## src/rtl/sll_pkg.sv

```systemverilog
package sll_pkg;

	// configuration register indexes
	localparam int CFG_IDX_W = 3;
	typedef logic [CFG_IDX_W-1:0] cfg_index_t;
	localparam cfg_index_t CFG_FEATURE_COUNT = 3'd0;
	localparam cfg_index_t CFG_ACTION_COUNT  = 3'd1;
	localparam cfg_index_t CFG_DISCOUNT      = 3'd2;
	localparam cfg_index_t CFG_STEP_SIZE     = 3'd3;
	localparam cfg_index_t CFG_EXPLORE_RATE  = 3'd4;
	localparam cfg_index_t CFG_TRACE_DECAY   = 3'd5;

	// trace value for 1.0 in Q1.16
	localparam logic [16:0] ONE_Q16 = 17'h10000;

	// status of the serial modulo unit
	typedef struct packed {
		logic busy;
		logic done;
	} mod_status_t;

endpackage

```

## src/rtl/sll_mod.sv

```systemverilog
module sll_mod #(
	parameter int DW = 6
) (
	input  logic                  clk,
	input  logic                  arst_n,
	input  logic                  start,
	input  logic [15:0]           dividend,
	input  logic [DW-1:0]         divisor,
	output sll_pkg::mod_status_t  status,
	output logic [DW-1:0]         remainder
);
	import sll_pkg::*;

	logic [4:0]    cnt_q;
	logic          busy_q;
	logic          done_q;
	logic [15:0]   num_q;
	logic [DW-1:0] rem_q;
	logic [DW:0]   trial;
	logic [DW:0]   diff;

	// restoring remainder, one dividend bit per cycle
	assign trial = {rem_q, num_q[15]};
	assign diff  = trial - {1'b0, divisor};

	always_ff @(posedge clk or negedge arst_n) begin
		if (!arst_n) begin
			cnt_q  <= '0;
			busy_q <= 1'b0;
			done_q <= 1'b0;
			num_q  <= '0;
			rem_q  <= '0;
		end else begin
			done_q <= 1'b0;
			if (start) begin
				busy_q <= 1'b1;
				cnt_q  <= '0;
				num_q  <= dividend;
				rem_q  <= '0;
			end else if (busy_q) begin
				num_q <= {num_q[14:0], 1'b0};
				rem_q <= (trial >= {1'b0, divisor}) ? diff[DW-1:0] : trial[DW-1:0];
				cnt_q <= cnt_q + 5'd1;
				if (cnt_q == 5'd15) begin
					busy_q <= 1'b0;
					done_q <= 1'b1;
				end
			end
		end
	end

	assign status.busy = busy_q;
	assign status.done = done_q;
	assign remainder   = rem_q;

endmodule
```

## config.mk

```make
export PLATFORM = sky130hd
export DESIGN_NAME = sll_mod
export DESIGN_NICKNAME = d
export VERILOG_FILES = /design/src/rtl/sll_pkg.sv /design/src/rtl/sll_mod.sv
export SDC_FILE = /design/constraint.sdc
export NUM_CORES = 1
export LEC_CHECK = 0
export BUFFER_PORTS_ARGS = -buffer_cell sky130_fd_sc_hd__buf_2
export CAP_MARGIN = 20
export CELL_PAD_IN_SITES_DETAIL_PLACEMENT = 0
export CELL_PAD_IN_SITES_GLOBAL_PLACEMENT = 2
export CORE_AREA = 2 2 82 84
export DETAILED_ROUTE_END_ITERATION = 8
export DIE_AREA = 0 0 84 86
export GPL_TIMING_DRIVEN = 0
export MAX_ROUTING_LAYER = met4
export PLACE_DENSITY = 0.66
export SLEW_MARGIN = 20
export SYNTH_ARGS = -nofsm -noshare
export SYNTH_HDL_FRONTEND = slang
export SYNTH_SLANG_ARGS = --single-unit
```

## constraint.sdc

```tcl
create_clock -name clk -period 3.84 [get_ports clk]
set_clock_uncertainty 0.15 [all_clocks]
set_input_delay 0.192 -clock clk [delete_from_list [all_inputs] [get_ports clk]]
set_output_delay 0.192 -clock clk [all_outputs]
set_load 0.05 [all_outputs]
```

---- After elaboration in Yosys (flattened, before gate mapping) ----
Index checks and enable logic that the tools add are counted.
storage, ports and cells
  bits of input ports ..................... 25
  bits in registers ....................... 29
  output and inout port bits .............. 8
  word-level logic and storage cells ...... 23
operators by class
  add/subtract/negate cells ............... 2
  magnitude comparators ................... 1
  eq/ne operators ......................... 1
  reduce and logical (&&, ||, !) cells .... 1
  mux-type cells .......................... 13
operators by type and width
  cell                   count
  $mux W16               2
  $mux W6                3
  $mux W5                2
  $ge A7 B6 Y1           1
  $mux W1                6
  $sub A6 B6 Y6          1
  $add A5 B1 Y5 const B  1
  $eq A5 B4 Y1 const B   1
  $reduce_bool A2 Y1     1

---- Depth between registers and ports, before layout ----
Gate-level depths: netlist of run 1.
  depth after elaboration ................. 4
  depth in mapped cells ................... 8
  gate-level depth less buffers ........... 8

---- Worst setup path after synthesis of run 1 ----
Ideal clock, no wire load.
  path type ............................... reg-to-reg
  start ................................... register rem_q[2], in the netlist remainder[2]
  end ..................................... register rem_q[1], in the netlist remainder[1]
  setup time .............................. 94 ps
  stages on the path, launching flop included .. 7
  required time ........................... 3,596 ps
  buffers on the path ..................... 0
  period minus slack after synthesis ...... 2,437 ps
  path slack .............................. 1,403 ps
  data arrival time ....................... 2,193 ps
  cells stage by stage .................... dfrtp_1 > ha_1 > a21o_1 > a21o_1 > a221oi_4 > mux2i_1 > a211oi_1
between the ends
  longest elaborated chain between the ends .. 4
ends and longest elaborated chain
  what                    RTL line       text
  from (decl)             sll_mod.sv:18  logic [DW-1:0] rem_q;
  from (signal assigned)  sll_mod.sv:42  rem_q <= (trial >= {1'b0, divisor}) ? diff[DW-1:0] : trial[DW-1:0];
  $ge A7 B6 Y1            sll_mod.sv:42
  $mux W6                 sll_mod.sv:42
  $mux W6                 sll_mod.sv:40  end else if (busy_q) begin
  $mux W6                 sll_mod.sv:35  if (start) begin
Every way passes these cells. The select of a mux whose other input is x is not followed.
A chain may end at the register's enable or synchronous reset.

---- Worst setup path in the final report of run 1 ----
  start ................................... register rem_q[2], in the netlist remainder[2]
  end ..................................... register rem_q[3], in the netlist remainder[3]
between the ends
  longest elaborated chain between the ends .. 4
  elaborated cells on any way between the ends .. 5
  classes of those cells .................. add/sub: 1; order compare: 1; mux: 3
ends and longest elaborated chain
  what                                                  RTL line
  $sub A6 B6 Y6 / $ge A7 B6 Y1 (equally long branches)  sll_mod.sv:24, sll_mod.sv:42
  $mux W6 *                                             sll_mod.sv:42
  $mux W6 *                                             sll_mod.sv:40
  $mux W6 *                                             sll_mod.sv:35
Every way passes the cells marked *; elsewhere a longest branch is shown, timed or not. The select of a mux whose other input is x is not followed.

==> results.ini, run 1 <==
[layout]
area_growth_syn_to_layout_pct=32.3
layout_common_cells=buf_2 (33), dfrtp_1 (29), nand2_1 (21)
final_common_cell=buf_2
drive_gt1_share_pct=20.6
fin_nets=248
num_antenna_cells=0
fillers=672
final_core_util_pct=33.5

[logic_synthesis]
synthCells=158
synth_enable_flop_cells=0
yosysTopAreaCell=dfrtp_1
ys_types=30
synth-seq-cells=29
yosysSeqAreaShare_pct=45.7
yosys_warnings=0
async_reset_ff_share_pct=100
syn-num-nets=192
post_synth_instance_area_um2=1590
synth.avg_cell_area_um2=10.0
ys.flop_type=dfrtp_1
synth_top_area_share_pct=45.7
synthTopCellsByArea=dfrtp_1 (46%), mux2i_1 (12%), ha_1 (6.3%), nand2_1 (5.0%), o21ai_1 (4.7%)

[detailed_routing]
antenna_left=0
drcViolationCount=0
first_iter_violations=26
firstDrtPassIters=4
vias_per_cell=4.36
routed_wl_um=3420
via_count=1270
wl_per_cell_um=11.8

[pwr]
ir_drop_mv=0.149
p_leak_nw=1.15
p_total_mw=0.931
powerDensity_nw_per_um2=443

[sta]
finalHoldViolCount=0
worstMarginPinSlew_ns=0.649
max_freq_mhz=428
hold_ws_ns=0.188
fin_crit_ns=2.34
setup_tns_ns=0
rsz0062_at_grt=false
slew_viol_final=0
min_period_over_period_pct=60.8
relSlewSlack_pct=56.7
finalSetupViolCount=0

[min_path]
min_path_type=primary input to flop
hold_depth=3

[clocking]
clock_latency_ns=0.27
cts_buffers=5
root_buffer=clkbuf_8
cts_max_level=2
clk_pin_slew_worst_paths_ns=0.06
post_cts_resized=0
cts_sinks=29
cts_tree=yes
clk_path_buf_depth=2

[global_routing]
grt.total_usage_pct=10.5
grt_pass1_wl_um=5880
grt_max_degree=30
overflow=0
grt_antenna_before_repair=0
grt_pass1_vias=1297

[worst_setup_path]
critical_path.max_stage_delay_ns=0.53
cp-end-kind=flop
cp_num_buf_inv=0
path_max_fanout=9
cp.arrival_ns=2.37
cp.required_ns=3.87
path_depth=6
path_delay_family=compound AO/OA/AOI/OAI gates
crit_top_cell=a21o_1
ff2ff_setup_slack_ns=1.50
critPathKind=flop to flop
crit_slowest_cell=a221oi_4
crit_path_start_kind=flop
cp_cell_sequence=ha_1 > a21o_1 > a21o_1 > a221oi_4 > mux2i_1 > a211oi_1
reg2reg_depth=6

[die]
die_w_um=84
initial_core_util_pct=25.3
dieArea_um2=7220
num_rows=29
ios=33
die_h_um=86
coreArea_um2=6280

[place]
hpwl_um=2520
portBuffers=32
gp_congestion=0.745

[run]
max_cap_violations=0

[outcome]
outcome=completed

[final timing paths]
check,start,to
setup / recovery,remainder[2],remainder[3]
hold / removal,start,busy_q
setup reg to reg,remainder[2],remainder[3]
hold reg to reg,cnt_q[3],cnt_q[3]
max in group asynchronous,arst_n,num_q[4]
min in group asynchronous,arst_n,remainder[5]
[registers in the layout (all words and copies together) (netlist names)]
register,count
num_q,16
remainder,6
cnt_q,5
busy_q,1
done_q,1
[synth_stat cells (2+ instances only)]
| library cell | number |
|---|---|
| a211oi_1 | 4 |
| a21o_1 | 4 |
| a41oi_1 | 2 |
| and3_1 | 3 |
| buf_1 | 2 |
| buf_4 | 2 |
| clkbuf_1 | 5 |
| dfrtp_1 | 29 |
| ha_1 | 8 |
| inv_1 | 10 |
| mux2i_1 | 19 |
| nand2_1 | 21 |
| nand4_1 | 2 |
| nor2_1 | 9 |
| o21ai_0 | 4 |
| o21ai_1 | 15 |
| xnor2_1 | 3 |
| xor2_1 | 4 |
[worst register-to-register path: stages, from the launching register on]
cell      delay (ns)
dfrtp_1         0.41
ha_1            0.35
a21o_1          0.19
a21o_1          0.22
a221oi_4        0.53
mux2i_1         0.15
a211oi_1        0.25
[stage by stage]
step	instance area, µm²	worst slack, ns	cells
after floorplan	1590	1.40	158
after global placement	1840	1.49	267
after detailed placement	1840	1.49	267
after CTS	2100	1.49	291
after global routing	2100	1.32	291
final	2100	1.50	291
[per-layer routing]
metal  vias up  global-route usage [%]  routed length [µm]
met5         -                       -                   0
met4         0                    3.08                  29
met3         4                    3.37                 175
met2        27                    16.6                1540
met1       582                    12.9                1680
li1        657                       -                   -
[cell families after synthesis]
group           count (synthesis)  synth area share [%]
simple gates                   39                  10.8
buf+inv                        20                  5.28
mux                            19                  12.0
compound gates                 35                  14.8
xor+xnor                        7                  3.86
flops                          29                  45.7
fa+ha+maj                       9                  7.57
[repair_timing]
action	CTS	global route
endpoints found under the hold margin	45	0
endpoints found under the setup margin	0	0
hold buffers	17	0
setup buffers	0	0
[power breakdown]
group | switching [mW] | internal [mW]
Combinational | 0.184 | 0.129
Clock | 0.108 | 0.142
Sequential | 0.0286 | 0.340
Total | 0.321 | 0.611
[area by class of cell]
| cell class | count | area, µm² | share of cell area, % |
|---|---|---|---|
| Buffer | 10 | 46.3 | 2.20 |
| Clock buffer | 7 | 86.3 | 4.11 |
| Inverter | 10 | 37.5 | 1.79 |
| Multi-Input combinational cell | 109 | 778 | 37.0 |
| Sequential cell | 29 | 726 | 34.5 |
| Tap cell | 77 | 96.3 | 4.59 |
| Timing Repair Buffer | 49 | 330 | 15.7 |
Note: power is estimated with default switching activity, not from simulation.
==> run 2: changes to the inputs <==
Clock period 3.84 ns to 2.4 ns, I/O delays scaled along.
==> run 2 against run 1 <==
  * Power grew 77%
  * Flip-flop and latch count is the same
  * Combinational power grew 70%
  * Non-clock buffer count grew 3
  * Design area grew 2.6%
  * Clock-buffer cell count is the same
  * Clock power grew 110%
  * Maximum frequency grew 2.8%
  * Critical path depth grew 1
  * Setup slack lost 1.4 ns
  * Sequential share of layout area shrank 0.80 points
  * Critical path type unchanged
  * Highest routed layer unchanged
==> results.ini, run 2 (synthesis gave the netlist of run 1 again) <==
[clocking]
clk_pin_slew_worst_paths_ns=0.06  ; about the same
cts_tree=yes
cts_buffers=5  ; unchanged
cts_sinks=29  ; unchanged
cts_max_level=2  ; unchanged
clock_latency_ns=0.28  ; about the same
clk_path_buf_depth=2  ; unchanged
root_buffer=clkbuf_8

[min_path]
hold_depth=3  ; unchanged
hold_end=busy_q
min_path_type=primary input to flop
holdCritStartpoint=start

[worst_setup_path]
critical_path.startpoint=remainder[2]
crit_path_start_kind=flop
path_max_fanout=7  ; -2
ff2ff_setup_slack_ns=0.13  ; -1.38 ns
critPathKind=flop to flop
timing.rr.end=remainder[3]
rr_startpoint=remainder[2]
reg2reg_depth=7  ; +1
critical_path.max_stage_delay_ns=0.43  ; -0.10 ns
cp-end-kind=flop
cp_cell_sequence=ha_1 > a21o_1 > a21o_1 > a221oi_4 > buf_4 > mux2i_1 > a211oi_1
crit_top_cell=a21o_1
cp.required_ns=2.38  ; -1.49 ns
crit_slowest_cell=dfrtp_2
cp.arrival_ns=2.26  ; -0.11 ns

[pwr]
powerDensity_nw_per_um2=764  ; +72%
ir_drop_mv=0.274  ; +84%
p_leak_nw=1.18  ; +2.3%

[layout]
final_common_cell=buf_2
register_area_um2=727  ; +0.17%
max_flop_register=num_q
num_antenna_cells=0  ; unchanged
fillers=670  ; -0.30%
largest_reg_flops=16  ; unchanged
multiInputGateArea_um2=778  ; unchanged
layout_common_cells=buf_2 (33), dfrtp_1 (28), nand2_1 (21)
drive_gt1_share_pct=22.5  ; +1.9 points
fin_nets=251  ; +1.2%
area_growth_syn_to_layout_pct=35.7

[sta]
min_period_over_period_pct=94.7  ; +34 points
rsz0062_at_grt=false
setup_slack_ns=0.127  ; -1.38 ns
worstMarginPinSlew_ns=0.664  ; +0.0151 ns
setup_tns_ns=0  ; unchanged
slew_viol_final=0  ; unchanged
fin_crit_ns=2.27  ; -0.0637 ns
max_freq_mhz=440  ; +2.8%
relSlewSlack_pct=55.7  ; -1.0 points
finalSetupViolCount=0  ; unchanged
finalHoldViolCount=0  ; unchanged

[global_routing]
grt_pass1_vias=1366  ; +5.3%
grt_pass1_wl_um=6180  ; +5.2%
grt.total_usage_pct=11.0  ; +0.55 points
grt_antenna_before_repair=0  ; unchanged
overflow=0  ; unchanged
grt_max_degree=30  ; unchanged

[die]
num_rows=29  ; unchanged
die_h_um=86  ; unchanged
initial_core_util_pct=25.3  ; unchanged
die_w_um=84  ; unchanged
coreArea_um2=6280  ; unchanged
ios=33  ; unchanged
dieArea_um2=7220  ; unchanged

[detailed_routing]
firstDrtPassIters=4  ; unchanged
first_iter_violations=55  ; +110%
routed_wl_um=3530  ; +3.0%
vias_per_cell=4.43  ; +1.6%
wl_per_cell_um=12.0  ; +1.6%
antenna_left=0  ; unchanged
via_count=1308  ; +3.0%
drcViolationCount=0  ; unchanged

[place]
hpwl_um=2510  ; -0.21%
gp_congestion=0.707  ; -5.1%
pre_cts_ws_ns=0.0248  ; -1.47 ns
portBuffers=32  ; unchanged

[outcome]
outcome=completed

[run]
max_cap_violations=0  ; unchanged

-- run 2: cell count changes in the layout (fill, tap and decap cells not counted) --
| cell | delta |
|---|---|
| buf_4 | +3 |
| bufinv_16 | +1 |
| dfrtp_1 | -1 |
| dfrtp_2 | +1 |
-- run 2: power breakdown --
part,switching (mW),internal (mW),total [mW]
Sequential,0.0464,0.544,0.590
Clock,0.186,0.338,0.524
Combinational,0.302,0.229,0.531
Total,0.534,1.11,1.65
-- run 2: timing repair --
action,CTS,global route
resized for setup,0,0
setup buffers,0,3
endpoints found under the hold margin,45,0
hold buffers,17,0
setup endpoints to repair,0,4
-- run 2: stage by stage --
stage                     std cells  hold WS (ns)  area, µm²  utilization, %  total power [mW]
final                           295        0.0759       2150            34.3              1.65
after floorplan                 158        -0.326       1590               -             0.961
after global placement          267        0.0527       1850            29.4              1.09
after global routing            295         0.141       2150            34.3              1.75
after CTS                       292        0.0738       2130            34.0              1.64
after detailed placement        267        0.0453       1850            29.4              1.09
-- run 2: worst max path at each step --
stage                   endpoint  cells past startpoint
floorplan           remainder[1]                      6
global placement    remainder[4]                      6
detailed placement  remainder[4]                      6
CTS                 remainder[4]                      6
global route        remainder[3]                      7
finish              remainder[3]                      7
-- run 2: cell type report --
class,count,area share (%)
plain buffers,10,2.15
multi-input cells,109,36.1
clock buffers,7,4.01
repair buffers,52,16.4
flip-flops and latches,29,33.7
inverters,10,1.74
clock inverters,1,1.39
well taps,77,4.47
-- run 2: layer usage --
metal | GRT usage, % | share of wire [%] | up-vias
met5 | - | 0 | -
met4 | 3.52 | 1.1 | 0
met1 | 13.4 | 47 | 600
met2 | 18.0 | 48 | 27
met3 | 2.98 | 3.9 | 11
li1 | - | - | 670
-- run 2: worst max-delay path: cells and delay by family, from the launching register on --
kind,cells,cell delay (ns)
AO/OA/AOI/OAI,4,0.81
adder cells (fa/ha/maj),1,0.35
buffers and inverters,1,0.21
flip-flops,1,0.43
multiplexers,1,0.19
